$ cat config.mk
export PLATFORM = sky130hd
export DESIGN_NAME = best_offset_prefetcher_flat
export DESIGN_NICKNAME = d
export VERILOG_FILES = /design/src/hw/rtl/bop_pkg.sv /design/src/hw/rtl/bop_in_if.sv /design/src/hw/rtl/bop_out_if.sv /design/src/hw/rtl/bop_ctrl.sv /design/src/hw/rtl/bop_rr_table.sv /design/src/hw/rtl/bop_datapath.sv /design/src/hw/rtl/best_offset_prefetcher.sv /design/src/flat_wrapper.sv
export VERILOG_INCLUDE_DIRS = /design/src /design/src/hw/rtl
export SDC_FILE = /design/constraint.sdc
export NUM_CORES = 2
export LEC_CHECK = 0
export BUFFER_PORTS_ARGS = -buffer_cell sky130_fd_sc_hd__buf_2
export CAP_MARGIN = 20
export CORE_ASPECT_RATIO = 1.1
export CORE_UTILIZATION = 35
export DETAILED_ROUTE_END_ITERATION = 16
export HOLD_SLACK_MARGIN = 0.12
export SLEW_MARGIN = 10
export SYNTH_ARGS = -nofsm -noshare
export SYNTH_HDL_FRONTEND = slang
export SYNTH_SLANG_ARGS = --single-unit
export TNS_END_PERCENT = 100
$ cat constraint.sdc
create_clock -name clk -period 13.8 [get_ports clk]
set_clock_uncertainty 0.15 [all_clocks]
set_input_delay 2.76 -clock clk [delete_from_list [all_inputs] [get_ports clk]]
set_output_delay 2.76 -clock clk [all_outputs]
set_load 0.1 [all_outputs]
$ cat src/hw/rtl/best_offset_prefetcher_defines.svh
// -----------------------------------------------------------------------------
// Best-offset prefetcher assertion macros
// Concurrent check helpers, clocked on clk and quiet while rst_n is low.
// -----------------------------------------------------------------------------
`ifndef BEST_OFFSET_PREFETCHER_DEFINES_SVH
`define BEST_OFFSET_PREFETCHER_DEFINES_SVH

// antecedent implies consequent in the same cycle
`define BOP_ASSERT_IMP(lbl, ante, cons, msg) \
  lbl: assert property (@(posedge clk) disable iff (!rst_n) (ante) |-> (cons)) \
    else $error(msg);

// condition must never be seen
`define BOP_ASSERT_NEVER(lbl, cond, msg) \
  lbl: assert property (@(posedge clk) disable iff (!rst_n) !(cond)) \
    else $error(msg);

`endif

$ cat src/hw/rtl/bop_pkg.sv
// -----------------------------------------------------------------------------
// Best-offset prefetcher package
// Shared constants, candidate offset table, FSM and control types.
// -----------------------------------------------------------------------------
`timescale 1ns / 1ps

package bop_pkg;

  // geometry
  localparam int BLOCKS_PER_PAGE  = 32;
  localparam int PAGE_BITS        = $clog2(BLOCKS_PER_PAGE);
  localparam int RR_ENTRIES_DEF   = 256;
  localparam int BLOCK_SHIFT_DEF  = 6;
  localparam int TAG_TOP          = 20;
  localparam int ADDR_W           = 64;

  // field widths
  localparam int OFF_W      = PAGE_BITS;
  localparam int DEG_W      = 4;
  localparam int SCORE_W    = 5;
  localparam int ROUND_W    = 7;
  localparam int CFG_DATA_W = 7;
  localparam int CFG_IDX_W  = 2;

  localparam logic [DEG_W-1:0]   MAX_DEGREE = DEG_W'(8);
  localparam logic [SCORE_W-1:0] SCORE_CAP  = SCORE_W'(31);

  // register reset values
  localparam logic [DEG_W-1:0]   DEGREE_RST    = DEG_W'(1);
  localparam logic [SCORE_W-1:0] SCORE_MAX_RST = SCORE_W'(31);
  localparam logic [ROUND_W-1:0] ROUND_MAX_RST = ROUND_W'(100);
  localparam logic [SCORE_W-1:0] BAD_SCORE_RST = SCORE_W'(1);

  // configuration register indexes
  typedef enum logic [CFG_IDX_W-1:0] {
    CFG_DEGREE    = 2'd0,
    CFG_SCORE_MAX = 2'd1,
    CFG_ROUND_MAX = 2'd2,
    CFG_BAD_SCORE = 2'd3
  } cfg_reg_t;

  // true when v has no prime factor above five
  function automatic bit is_smooth(int v);
    int p2;
    int p3;
    int p5;
    bit found;
    found = 1'b0;
    p2 = 1;
    for (int a = 0; a < 7; a++) begin
      p3 = p2;
      for (int b = 0; b < 5; b++) begin
        p5 = p3;
        for (int c = 0; c < 4; c++) begin
          if (p5 == v) found = 1'b1;
          p5 = p5 * 5;
        end
        p3 = p3 * 3;
      end
      p2 = p2 * 2;
    end
    return found;
  endfunction

  function automatic int count_cands();
    int n;
    n = 0;
    for (int v = 1; v < BLOCKS_PER_PAGE; v++) begin
      if (is_smooth(v)) n++;
    end
    return n;
  endfunction

  localparam int CAND_N = count_cands();
  localparam int IDX_W  = $clog2(CAND_N);

  typedef logic [OFF_W-1:0] cand_tab_t [CAND_N];

  function automatic cand_tab_t build_cands();
    cand_tab_t t;
    int n;
    t = '{default: '0};
    n = 0;
    for (int v = 1; v < BLOCKS_PER_PAGE; v++) begin
      if (is_smooth(v) && n < CAND_N) begin
        t[n] = OFF_W'(v);
        n++;
      end
    end
    return t;
  endfunction

  // candidate offsets in ascending order
  localparam cand_tab_t CAND_TAB = build_cands();

  // controller states
  typedef enum logic [2:0] {
    ST_CLEAR,
    ST_IDLE,
    ST_FILL,
    ST_EMIT,
    ST_LOOK,
    ST_LEARN
  } state_t;

  // controller to datapath
  typedef struct packed {
    logic capture;
    logic clr_en;
    logic fill_wr;
    logic emit_load;
    logic look_rd;
    logic learn_upd;
  } cmd_t;

  // datapath to controller
  typedef struct packed {
    logic clr_done;
    logic in_fill;
    logic in_miss;
    logic emit_ok;
    logic emit_last;
    logic out_free;
  } sts_t;

endpackage

$ cat src/hw/rtl/bop_in_if.sv
// -----------------------------------------------------------------------------
// Best-offset prefetcher input channel
// Valid/ready channel carrying one access or fill transaction.
// -----------------------------------------------------------------------------
`timescale 1ns / 1ps

interface bop_in_if;
  logic                       valid;
  logic                       ready;
  logic                       op;
  logic [bop_pkg::ADDR_W-1:0] address;
  logic                       hit;
  logic                       from_prefetch;

  modport source (output valid, op, address, hit, from_prefetch, input ready);
  modport sink   (input valid, op, address, hit, from_prefetch, output ready);
endinterface

$ cat src/hw/rtl/bop_out_if.sv
// -----------------------------------------------------------------------------
// Best-offset prefetcher result channel
// Valid/ready channel carrying one prefetch request transaction.
// -----------------------------------------------------------------------------
`timescale 1ns / 1ps

interface bop_out_if;
  logic                       valid;
  logic                       ready;
  logic [bop_pkg::ADDR_W-1:0] prefetch_address;
  logic                       last;

  modport source (output valid, prefetch_address, last, input ready);
  modport sink   (input valid, prefetch_address, last, output ready);
endinterface

$ cat src/hw/rtl/bop_ctrl.sv
// -----------------------------------------------------------------------------
// Best-offset prefetcher controller
// Sequences table clear, fill insert, prefetch issue and offset learning.
// -----------------------------------------------------------------------------
`timescale 1ns / 1ps

module bop_ctrl (
  input  logic          clk,
  input  logic          rst_n,
  input  logic          in_valid,
  output logic          in_ready,
  input  bop_pkg::sts_t sts,
  output bop_pkg::cmd_t cmd
);

  bop_pkg::state_t state_r;
  bop_pkg::state_t state_nxt;

  // state register
  always_ff @(posedge clk) begin
    if (!rst_n) begin
      state_r <= bop_pkg::ST_CLEAR;
    end else begin
      state_r <= state_nxt;
    end
  end

  // next state and commands
  always_comb begin
    state_nxt = state_r;
    cmd       = '0;
    in_ready  = 1'b0;
    unique case (state_r)
      bop_pkg::ST_CLEAR: begin
        cmd.clr_en = 1'b1;
        if (sts.clr_done) state_nxt = bop_pkg::ST_IDLE;
      end
      bop_pkg::ST_IDLE: begin
        in_ready = 1'b1;
        if (in_valid) begin
          cmd.capture = 1'b1;
          if (sts.in_fill) begin
            state_nxt = bop_pkg::ST_FILL;
          end else if (sts.in_miss) begin
            state_nxt = bop_pkg::ST_EMIT;
          end
        end
      end
      bop_pkg::ST_FILL: begin
        cmd.fill_wr = 1'b1;
        state_nxt   = bop_pkg::ST_IDLE;
      end
      bop_pkg::ST_EMIT: begin
        // issue while the output register has room; stop after the last one
        if (!sts.emit_ok) begin
          state_nxt = bop_pkg::ST_LOOK;
        end else if (sts.out_free) begin
          cmd.emit_load = 1'b1;
          if (sts.emit_last) state_nxt = bop_pkg::ST_LOOK;
        end
      end
      bop_pkg::ST_LOOK: begin
        cmd.look_rd = 1'b1;
        state_nxt   = bop_pkg::ST_LEARN;
      end
      bop_pkg::ST_LEARN: begin
        cmd.learn_upd = 1'b1;
        state_nxt     = bop_pkg::ST_IDLE;
      end
      default: begin
        state_nxt = bop_pkg::ST_IDLE;
      end
    endcase
  end

endmodule

$ cat src/hw/rtl/bop_rr_table.sv
// -----------------------------------------------------------------------------
// Best-offset prefetcher recent-requests table
// Direct-mapped, xor-hashed tag store with a clearing sweep after reset.
// -----------------------------------------------------------------------------
`timescale 1ns / 1ps

module bop_rr_table #(
  parameter int RR_ENTRIES = bop_pkg::RR_ENTRIES_DEF,
  parameter int KEY_W      = bop_pkg::TAG_TOP
) (
  input  logic             clk,
  input  logic             rst_n,
  input  logic             clr_en,
  output logic             clr_done,
  input  logic             wr_en,
  input  logic [KEY_W-1:0] wr_key,
  input  logic             rd_en,
  input  logic [KEY_W-1:0] rd_key,
  output logic             rd_hit
);

  localparam int RR_W  = $clog2(RR_ENTRIES);
  localparam int TAG_W = bop_pkg::TAG_TOP - RR_W;

  // entry: valid bit over tag
  logic [TAG_W:0]   mem [RR_ENTRIES];
  logic [RR_W-1:0]  clr_idx_r;
  logic [TAG_W:0]   rd_ent_r;
  logic [TAG_W-1:0] rd_tag_r;

  logic [RR_W-1:0]  wr_idx;
  logic [TAG_W-1:0] wr_tag;
  logic [RR_W-1:0]  rd_idx;
  logic [TAG_W-1:0] rd_tag;

  // xor hash and tag slice
  assign wr_idx = wr_key[RR_W-1:0] ^ wr_key[2*RR_W-1:RR_W];
  assign wr_tag = wr_key[bop_pkg::TAG_TOP-1:RR_W];
  assign rd_idx = rd_key[RR_W-1:0] ^ rd_key[2*RR_W-1:RR_W];
  assign rd_tag = rd_key[bop_pkg::TAG_TOP-1:RR_W];

  // clearing sweep pointer
  always_ff @(posedge clk) begin
    if (!rst_n) begin
      clr_idx_r <= '0;
    end else if (clr_en) begin
      clr_idx_r <= clr_idx_r + RR_W'(1);
    end
  end

  assign clr_done = &clr_idx_r;

  // write port
  always_ff @(posedge clk) begin
    if (clr_en) begin
      mem[clr_idx_r] <= '0;
    end else if (wr_en) begin
      mem[wr_idx] <= {1'b1, wr_tag};
    end
  end

  // registered read port
  always_ff @(posedge clk) begin
    if (rd_en) begin
      rd_ent_r <= mem[rd_idx];
      rd_tag_r <= rd_tag;
    end
  end

  assign rd_hit = rd_ent_r[TAG_W] && (rd_ent_r[TAG_W-1:0] == rd_tag_r);

endmodule

$ cat src/hw/rtl/bop_datapath.sv
// -----------------------------------------------------------------------------
// Best-offset prefetcher datapath
// Item capture, prefetch address generation, offset scoring and config regs.
// -----------------------------------------------------------------------------
`timescale 1ns / 1ps

module bop_datapath #(
  parameter int RR_ENTRIES  = bop_pkg::RR_ENTRIES_DEF,
  parameter int BLOCK_SHIFT = bop_pkg::BLOCK_SHIFT_DEF
) (
  input  logic                          clk,
  input  logic                          rst_n,
  // configuration
  input  logic                          cfg_we,
  input  logic [bop_pkg::CFG_IDX_W-1:0] cfg_index,
  input  logic [bop_pkg::CFG_DATA_W-1:0] cfg_wdata,
  // input payload
  input  logic                          in_op,
  input  logic [bop_pkg::ADDR_W-1:0]    in_address,
  input  logic                          in_hit,
  input  logic                          in_from_prefetch,
  // result channel
  output logic                          out_valid,
  input  logic                          out_ready,
  output logic [bop_pkg::ADDR_W-1:0]    out_prefetch_address,
  output logic                          out_last,
  // control
  input  bop_pkg::cmd_t                 cmd,
  output bop_pkg::sts_t                 sts
);

  localparam int BLK_W  = bop_pkg::ADDR_W - BLOCK_SHIFT;
  localparam int RR_W   = $clog2(RR_ENTRIES);
  localparam int KEY_W  = (2 * RR_W > bop_pkg::TAG_TOP) ? 2 * RR_W : bop_pkg::TAG_TOP;
  localparam int POS_W  = bop_pkg::PAGE_BITS + 1;
  localparam int OFF_W  = bop_pkg::OFF_W;
  localparam int SC_W   = bop_pkg::SCORE_W;
  localparam int IDX_W  = bop_pkg::IDX_W;
  localparam int RND_W  = bop_pkg::ROUND_W;
  localparam int DEG_W  = bop_pkg::DEG_W;
  localparam logic [POS_W-1:0] PAGE_END = POS_W'(bop_pkg::BLOCKS_PER_PAGE);

  // configuration registers
  logic [DEG_W-1:0] degree_r;
  logic [SC_W-1:0]  score_max_r;
  logic [RND_W-1:0] round_max_r;
  logic [SC_W-1:0]  bad_score_r;

  // captured transaction
  logic [BLK_W-1:0] block_r;
  logic             pf_r;

  // prefetch generation
  logic [BLK_W-1:0] pf_block_r;
  logic [POS_W-1:0] pos_r;
  logic [DEG_W-1:0] cnt_r;
  logic             out_valid_r;
  logic [BLK_W-1:0] out_block_r;
  logic             out_last_r;

  // learning state
  logic [SC_W-1:0]  score_r [bop_pkg::CAND_N];
  logic [RND_W-1:0] round_r;
  logic [SC_W-1:0]  best_r;
  logic [IDX_W-1:0] test_idx_r;
  logic [OFF_W-1:0] local_best_r;
  logic [OFF_W-1:0] learned_r;
  logic [OFF_W-1:0] active_r;
  logic             look_ok_r;

  logic [BLK_W-1:0]           in_block;
  logic [bop_pkg::PAGE_BITS-1:0] page_off;
  logic [DEG_W-1:0]           lim;
  logic [POS_W-1:0]           pos_next;
  logic [OFF_W-1:0]           test_off;
  logic                       fill_ok;
  logic [KEY_W-1:0]           fill_key;
  logic [KEY_W-1:0]           look_key;
  logic                       rr_hit;
  logic                       clr_done;
  logic                       hit_now;
  logic [SC_W-1:0]            cur_score;
  logic [SC_W-1:0]            inc_score;
  logic [SC_W-1:0]            best_upd;
  logic [OFF_W-1:0]           local_upd;
  logic                       wrap;
  logic [RND_W-1:0]           round_inc;
  logic                       phase_end;
  logic [OFF_W-1:0]           learned_upd;

  // configuration writes
  always_ff @(posedge clk) begin
    if (!rst_n) begin
      degree_r    <= bop_pkg::DEGREE_RST;
      score_max_r <= bop_pkg::SCORE_MAX_RST;
      round_max_r <= bop_pkg::ROUND_MAX_RST;
      bad_score_r <= bop_pkg::BAD_SCORE_RST;
    end else if (cfg_we) begin
      unique case (bop_pkg::cfg_reg_t'(cfg_index))
        bop_pkg::CFG_DEGREE:    degree_r    <= cfg_wdata[DEG_W-1:0];
        bop_pkg::CFG_SCORE_MAX: score_max_r <= cfg_wdata[SC_W-1:0];
        bop_pkg::CFG_ROUND_MAX: round_max_r <= cfg_wdata[RND_W-1:0];
        bop_pkg::CFG_BAD_SCORE: bad_score_r <= cfg_wdata[SC_W-1:0];
        default: ;
      endcase
    end
  end

  // decode of the incoming transaction
  assign in_block    = in_address[bop_pkg::ADDR_W-1:BLOCK_SHIFT];
  assign sts.in_fill = in_op;
  assign sts.in_miss = !in_op && !in_hit;

  // capture and prefetch walk
  assign lim      = (degree_r > bop_pkg::MAX_DEGREE) ? bop_pkg::MAX_DEGREE : degree_r;
  assign pos_next = pos_r + POS_W'(active_r);

  always_ff @(posedge clk) begin
    if (cmd.capture) begin
      block_r    <= in_block;
      pf_r       <= in_from_prefetch;
      pf_block_r <= in_block + BLK_W'(active_r);
      pos_r      <= POS_W'(in_block[bop_pkg::PAGE_BITS-1:0]) + POS_W'(active_r);
      cnt_r      <= DEG_W'(1);
    end else if (cmd.emit_load) begin
      pf_block_r <= pf_block_r + BLK_W'(active_r);
      pos_r      <= pos_next;
      cnt_r      <= cnt_r + DEG_W'(1);
    end
  end

  assign sts.emit_ok   = (active_r != '0) && (cnt_r <= lim) && (pos_r < PAGE_END);
  assign sts.emit_last = (cnt_r >= lim) || (pos_next >= PAGE_END);

  // output register
  always_ff @(posedge clk) begin
    if (!rst_n) begin
      out_valid_r <= 1'b0;
    end else if (cmd.emit_load) begin
      out_valid_r <= 1'b1;
    end else if (out_ready) begin
      out_valid_r <= 1'b0;
    end
  end

  always_ff @(posedge clk) begin
    if (cmd.emit_load) begin
      out_block_r <= pf_block_r;
      out_last_r  <= sts.emit_last;
    end
  end

  assign sts.out_free          = !out_valid_r || out_ready;
  assign out_valid             = out_valid_r;
  assign out_prefetch_address  = {out_block_r, {BLOCK_SHIFT{1'b0}}};
  assign out_last              = out_last_r;

  // fill insert and candidate lookup keys
  assign page_off = block_r[bop_pkg::PAGE_BITS-1:0];
  assign fill_ok  = ((active_r == '0) ? !pf_r : pf_r) && (page_off >= active_r);
  assign fill_key = block_r[KEY_W-1:0] - KEY_W'(active_r);
  assign test_off = bop_pkg::CAND_TAB[test_idx_r];
  assign look_key = block_r[KEY_W-1:0] - KEY_W'(test_off);

  always_ff @(posedge clk) begin
    if (cmd.look_rd) begin
      look_ok_r <= (page_off >= test_off);
    end
  end

  bop_rr_table #(
    .RR_ENTRIES (RR_ENTRIES),
    .KEY_W      (KEY_W)
  ) u_rr (
    .clk      (clk),
    .rst_n    (rst_n),
    .clr_en   (cmd.clr_en),
    .clr_done (clr_done),
    .wr_en    (cmd.fill_wr && fill_ok),
    .wr_key   (fill_key),
    .rd_en    (cmd.look_rd),
    .rd_key   (look_key),
    .rd_hit   (rr_hit)
  );

  assign sts.clr_done = clr_done;

  // score, winner and phase decisions
  always_comb begin
    hit_now   = look_ok_r && rr_hit;
    cur_score = score_r[test_idx_r];
    inc_score = (cur_score == bop_pkg::SCORE_CAP) ? cur_score : cur_score + SC_W'(1);
    best_upd  = best_r;
    local_upd = local_best_r;
    if (hit_now && (inc_score > best_r)) begin
      best_upd  = inc_score;
      local_upd = test_off;
    end
    wrap        = (test_idx_r == IDX_W'(bop_pkg::CAND_N - 1));
    round_inc   = round_r + RND_W'(1);
    phase_end   = wrap && ((best_upd >= score_max_r) || (round_inc == round_max_r));
    learned_upd = (best_upd <= bad_score_r) ? '0 : local_upd;
  end

  // learning state update
  always_ff @(posedge clk) begin
    if (!rst_n) begin
      for (int k = 0; k < bop_pkg::CAND_N; k++) score_r[k] <= '0;
      round_r      <= '0;
      best_r       <= '0;
      test_idx_r   <= '0;
      local_best_r <= '0;
      learned_r    <= OFF_W'(1);
      active_r     <= '0;
    end else if (cmd.learn_upd) begin
      test_idx_r <= wrap ? '0 : test_idx_r + IDX_W'(1);
      if (phase_end) begin
        for (int k = 0; k < bop_pkg::CAND_N; k++) score_r[k] <= '0;
        round_r      <= '0;
        best_r       <= '0;
        local_best_r <= '0;
        learned_r    <= learned_upd;
        active_r     <= learned_upd;
      end else begin
        if (hit_now) score_r[test_idx_r] <= inc_score;
        best_r       <= best_upd;
        local_best_r <= local_upd;
        if (wrap) round_r <= round_inc;
        active_r     <= learned_r;
      end
    end
  end

endmodule

$ cat src/hw/rtl/best_offset_prefetcher.sv
// -----------------------------------------------------------------------------
// Best-offset prefetcher
// Issues prefetches at a learned block offset on demand misses.
// -----------------------------------------------------------------------------
//  Channel   Dir  Handshake      Carries
//  in_bus    in   valid/ready    op, address, hit, from_prefetch
//  out_bus   out  valid/ready    prefetch_address, last
//  cfg_*     in   cfg_we only    cfg_index, cfg_wdata (no read-back)
//
//  Hit access: taken in idle, no further step. Fill: capture, table write.
//  Missing access: capture, then one prefetch per cycle through the output
//  register while it has room, a table read on the one read port, a learning update.
//  After reset the table is swept before in_bus.ready rises.
//  A stalled out_bus holds the walk; the last result may wait while the
//  next transaction is taken.
// -----------------------------------------------------------------------------
`timescale 1ns / 1ps
`include "best_offset_prefetcher_defines.svh"

module best_offset_prefetcher #(
  parameter int RR_ENTRIES  = bop_pkg::RR_ENTRIES_DEF,
  parameter int BLOCK_SHIFT = bop_pkg::BLOCK_SHIFT_DEF
) (
  input  logic                           clk,
  input  logic                           rst_n,
  bop_in_if.sink                         in_bus,
  bop_out_if.source                      out_bus,
  input  logic                           cfg_we,
  input  logic [bop_pkg::CFG_IDX_W-1:0]  cfg_index,
  input  logic [bop_pkg::CFG_DATA_W-1:0] cfg_wdata
);

  bop_pkg::cmd_t cmd;
  bop_pkg::sts_t sts;
  logic          in_ready;

  bop_ctrl u_ctrl (
    .clk      (clk),
    .rst_n    (rst_n),
    .in_valid (in_bus.valid),
    .in_ready (in_ready),
    .sts      (sts),
    .cmd      (cmd)
  );

  assign in_bus.ready = in_ready;

  bop_datapath #(
    .RR_ENTRIES  (RR_ENTRIES),
    .BLOCK_SHIFT (BLOCK_SHIFT)
  ) u_dp (
    .clk                  (clk),
    .rst_n                (rst_n),
    .cfg_we               (cfg_we),
    .cfg_index            (cfg_index),
    .cfg_wdata            (cfg_wdata),
    .in_op                (in_bus.op),
    .in_address           (in_bus.address),
    .in_hit               (in_bus.hit),
    .in_from_prefetch     (in_bus.from_prefetch),
    .out_valid            (out_bus.valid),
    .out_ready            (out_bus.ready),
    .out_prefetch_address (out_bus.prefetch_address),
    .out_last             (out_bus.last),
    .cmd                  (cmd),
    .sts                  (sts)
  );

  // checks
  `BOP_ASSERT_IMP(a_load_into_free, cmd.emit_load, sts.out_free, "prefetch overwrote a pending result")
  `BOP_ASSERT_NEVER(a_take_during_walk, in_bus.valid && in_bus.ready && cmd.emit_load, "transaction taken during prefetch walk")
  `BOP_ASSERT_NEVER(a_take_during_clear, in_bus.ready && cmd.clr_en, "ready raised during table sweep")

endmodule

$ cat src/flat_wrapper.sv
// flat-port wrapper written by rule: the top's interface ports become plain ports
module best_offset_prefetcher_flat 
#(
  parameter int RR_ENTRIES  = bop_pkg::RR_ENTRIES_DEF,
  parameter int BLOCK_SHIFT = bop_pkg::BLOCK_SHIFT_DEF
)
  (clk, rst_n, cfg_we, cfg_index, cfg_wdata, in_bus_valid, in_bus_op, in_bus_address, in_bus_hit, in_bus_from_prefetch, in_bus_ready, out_bus_valid, out_bus_prefetch_address, out_bus_last, out_bus_ready);
  bop_in_if in_bus_i ();
  bop_out_if out_bus_i ();
  input  logic clk;
  input  logic rst_n;
  input  logic cfg_we;
  input  logic [bop_pkg::CFG_IDX_W-1:0] cfg_index;
  input  logic [bop_pkg::CFG_DATA_W-1:0] cfg_wdata;
  input wire logic [$bits(in_bus_i.valid)-1:0] in_bus_valid;
  input wire logic [$bits(in_bus_i.op)-1:0] in_bus_op;
  input wire logic [$bits(in_bus_i.address)-1:0] in_bus_address;
  input wire logic [$bits(in_bus_i.hit)-1:0] in_bus_hit;
  input wire logic [$bits(in_bus_i.from_prefetch)-1:0] in_bus_from_prefetch;
  output wire logic [$bits(in_bus_i.ready)-1:0] in_bus_ready;
  output wire logic [$bits(out_bus_i.valid)-1:0] out_bus_valid;
  output wire logic [$bits(out_bus_i.prefetch_address)-1:0] out_bus_prefetch_address;
  output wire logic [$bits(out_bus_i.last)-1:0] out_bus_last;
  input wire logic [$bits(out_bus_i.ready)-1:0] out_bus_ready;
  assign in_bus_i.valid = in_bus_valid;
  assign in_bus_i.op = in_bus_op;
  assign in_bus_i.address = in_bus_address;
  assign in_bus_i.hit = in_bus_hit;
  assign in_bus_i.from_prefetch = in_bus_from_prefetch;
  assign in_bus_ready = in_bus_i.ready;
  assign out_bus_valid = out_bus_i.valid;
  assign out_bus_prefetch_address = out_bus_i.prefetch_address;
  assign out_bus_last = out_bus_i.last;
  assign out_bus_i.ready = out_bus_ready;
  best_offset_prefetcher #(.RR_ENTRIES(RR_ENTRIES), .BLOCK_SHIFT(BLOCK_SHIFT)) u_core (.clk(clk), .rst_n(rst_n), .in_bus(in_bus_i), .out_bus(out_bus_i), .cfg_we(cfg_we), .cfg_index(cfg_index), .cfg_wdata(cfg_wdata));
endmodule
==> impl_metrics.tcl <==
set metrics [dict create \
    dieWidth_um 628 \
    ant_nets 0 \
    tritoncts "built" \
    place_hpwl_um 293000 \
    initial_core_util_pct 35.2 \
    hold-path-cell-count 0 \
    setup_viol 0 \
    relSlewSlack_pct -2.35 \
    switchingPower_mw 4.36 \
    insertion_delay_ns 0.97 \
    vias 91100 \
    pwr-share-seq_pct 55.3 \
    cts_buffers 362 \
    yosysTopAreaCell "edfxtp_1" \
    min_from "u_core.u_dp.pf_block_r[18]" \
    required_ns 14.17 \
    synth_warnings 0 \
    drive_gt1_share_pct 16.5 \
    violations "max-slew violations" \
    synth_cell_type_count 122 \
    pwr-share-clk_pct 44.1 \
    worst_slack_ns 3.44 \
    dpl.cell_count 15300 \
    status "finished with violations" \
    powerDensity_nw_per_um2 129 \
    crit_type "reg -> reg" \
    synth_common_cells "3,658 x edfxtp_1, 1,785 x nand2_1, 503 x nor2_1, 457 x nand3_1, 423 x mux4_2" \
    die_area_um2 434000 \
    synth_top_flop_cell "edfxtp_1" \
    hold_viol_final 0 \
    yosysMostFrequentCell "edfxtp_1" \
    grt_max_degree 193 \
    grt_pass1_vias 87600 \
    syn-cell-area_um2 151000 \
    syn_to_final_growth_pct 13.5 \
    arrival_ns 10.72 \
    p_int_mw 17.8 \
    synth-async-reset-ratio_pct 0 \
    synth_enable_flop_cells 3658 \
    fin_setup_tns_ns 0 \
    cap_violations 0 \
    drt-total-wl_um 477000 \
    io_buffers 135 \
    cpPeakStageDelay_ns 0.75 \
    cts_setup_buffers 0 \
    r2r_cells 31 \
    period_share_pct 75.0 \
    r2r_setup_slack_ns 3.44 \
    antenna_found_initial 36 \
    syn_inst 9574 \
    gr-total-overflow 0 \
    ios 148 \
    first_iter_violations 12800 \
    final_nets 10100 \
    fmax_mhz 96.6 \
    min_to "u_core.u_dp.out_block_r[18]" \
    synth.area.top_cells "edfxtp_1 73%, mux4_2 6.3%, nand2_1 4.4%" \
    clockBufferDepth 4 \
    die_h_um 691 \
    crit_fanout 40 \
    comb_power_share_pct 0.6 \
    coreArea_um2 429000 \
    ys_seq_area_share_pct 73.6 \
    place.gp.congestion 0.927 \
    rsz0062_at_grt "false" \
    post-place-ws_ns 3.46 \
    viasPerCell 5.70 \
    cts_hold_buf 0 \
    period_minus_slack_ns 10.36 \
    worstHoldPathType "reg -> reg" \
    critPathLaunchType "flip-flop" \
    grt_usage_pct 21.2 \
    route.detailed.drc 0 \
    slowest_stage "o21ai_0" \
    slew_violations 24 \
    routedWlPerCell_um 29.8 \
    cts_resized 0 \
    clkTransAtPathRegs_ns 0.06 \
    endpoint_kind "flip-flop" \
    ys_ff_latch 3728 \
    grt_pass1_wl_um 664000 \
    synth_area_per_cell_um2 15.8 \
    root_buffer "clkbuf_16" \
    irDropWorstVdd_mv 0.107 \
    power.leakage_nw 53.2 \
    rows 252 \
    fillers 38500 \
    swShare_pct 19.7 \
    r2r_end "u_core.u_dp.score_r[13][4]" \
    numClockSinks 3728 \
    yosysTopAreaCellShare_pct 72.7 \
    drt_pre_antenna_iters 6 \
    layout.cells.non_filler 16000 \
    worst_pin_slew_ns 1.54 \
    cts_htree_levels 5 \
]
[per-layer routing]
| metal | GRT usage [%] | vias up | wire length (µm) |
|---|---|---|---|
| met4 | 12.5 | 14 | 32300 |
| met1 | 26.5 | 46700 | 172000 |
| met5 | 0 | - | 103 |
| li1 | - | 37800 | - |
| met3 | 4.74 | 1121 | 49800 |
| met2 | 34.0 | 5519 | 222000 |
[worst max-delay path by stage]
stage / endpoint / from / slack, ns
detailed placement: u_core.u_dp.score_r[12][4] / flip-flop / 3.46
CTS: u_core.u_dp.score_r[12][2] / flip-flop / 3.40
finish: u_core.u_dp.score_r[13][4] / flip-flop / 3.44
global placement: u_core.u_dp.score_r[12][2] / flip-flop / 3.44
floorplan: u_core.u_dp.u_rr.mem[0][10] / u_core.u_dp.learned_r[1] / 3.01
global route: u_core.u_dp.score_r[12][4] / flip-flop / 2.66
[area by class of cell]
type	instances	area (µm²)	area share, %
Tap cell	5715	7150	4.17
Sequential cell	3728	111000	64.9
Inverter	48	193	0.112
Multi-Input combinational cell	5221	36800	21.5
Timing Repair Buffer	609	4550	2.65
Clock inverter	201	1940	1.13
Antenna cell	27	67.6	0.0394
Clock buffer	437	9500	5.54
[placed cells by master (no fill, tap or decap), types with 66 or more instances in the layout]
cell type	instances
a211oi_1	89
a21oi_1	174
a311oi_1	137
a31oi_1	155
a32oi_1	77
and3_1	186
buf_2	136
buf_4	447
clkbuf_1	66
clkbuf_16	368
clkinv_1	71
dfxtp_1	69
edfxtp_1	3658
mux2i_1	270
mux4_2	423
nand2_1	1782
nand3_1	454
nor2_1	449
o21ai_0	114
xnor2_1	75
xor2_1	78
[cell families (layout without fill, tap and decap cells)]
kind of cell | after synthesis | after routing | share of synthesized area [%]
flops | 3728 | 3728 | 73.6
xor+xnor | 162 | 162 | 0.958
compound gates | 1064 | 1064 | 5.00
buf+inv | 630 | 1295 | 2.32
fa+ha+maj | 59 | 59 | 0.513
simple gates | 3223 | 3223 | 9.35
mux | 707 | 707 | 8.23
other cells | 1 | 33 | 0.00248
[power groups by stage]
stage | clock [mW] | sequential [mW] | combinational (mW)
after floorplan | 0 | 12.5 | 0.0605
after global placement | 0 | 12.5 | 0.126
after detailed placement | 0 | 12.5 | 0.129
after CTS | 9.86 | 12.3 | 0.129
after global routing | 10.3 | 12.3 | 0.136
final | 9.78 | 12.3 | 0.132
[state kept, by name, indices dropped and copies added (netlist names), 3 cells and up, named ones only]
register / cells
u_core.u_dp.pf_block_r: 58
u_core.u_dp.u_rr.mem: 3328
u_core.u_dp.score_r: 160
u_core.u_dp.score_max_r: 5
u_core.u_dp.learned_r: 5
u_core.u_dp.pos_r: 6
u_core.u_dp.test_idx_r: 5
u_core.u_dp.u_rr.clr_idx_r: 8
u_core.u_ctrl.state_r: 3
u_core.u_dp.u_rr.rd_ent_r: 13
u_core.u_dp.block_r: 20
u_core.u_dp.round_r: 7
u_core.u_dp.local_best_r: 5
u_core.u_dp.best_r: 5
u_core.u_dp.out_block_r: 58
u_core.u_dp.bad_score_r: 5
u_core.u_dp.round_max_r: 7
u_core.u_dp.degree_r: 4
u_core.u_dp.u_rr.rd_tag_r: 12
u_core.u_dp.cnt_r: 4
[critical path: cells and delay by family (launching register included)]
family / cells / cell delay, ns
flops: 1 / 0.31
simple gates: 8 / 1.62
buf+inv: 4 / 1.46
mux: 5 / 2.23
compound gates: 11 / 3.21
fa+ha+maj: 3 / 0.96
[through the flow]
step	cell area, µm²	hold slack [ns]	util (%)	power, mW
2_1_floorplan	151000	0.276	-	12.6
3_3_place_gp	160000	0.284	37.2	12.6
3_5_place_dp	160000	0.287	37.2	12.7
4_1_cts	171000	0.301	39.9	22.3
5_1_grt	171000	0.309	40.0	22.7
6_report	171000	0.301	40.0	22.2
Note: power is estimated with default switching activity, not from simulation.
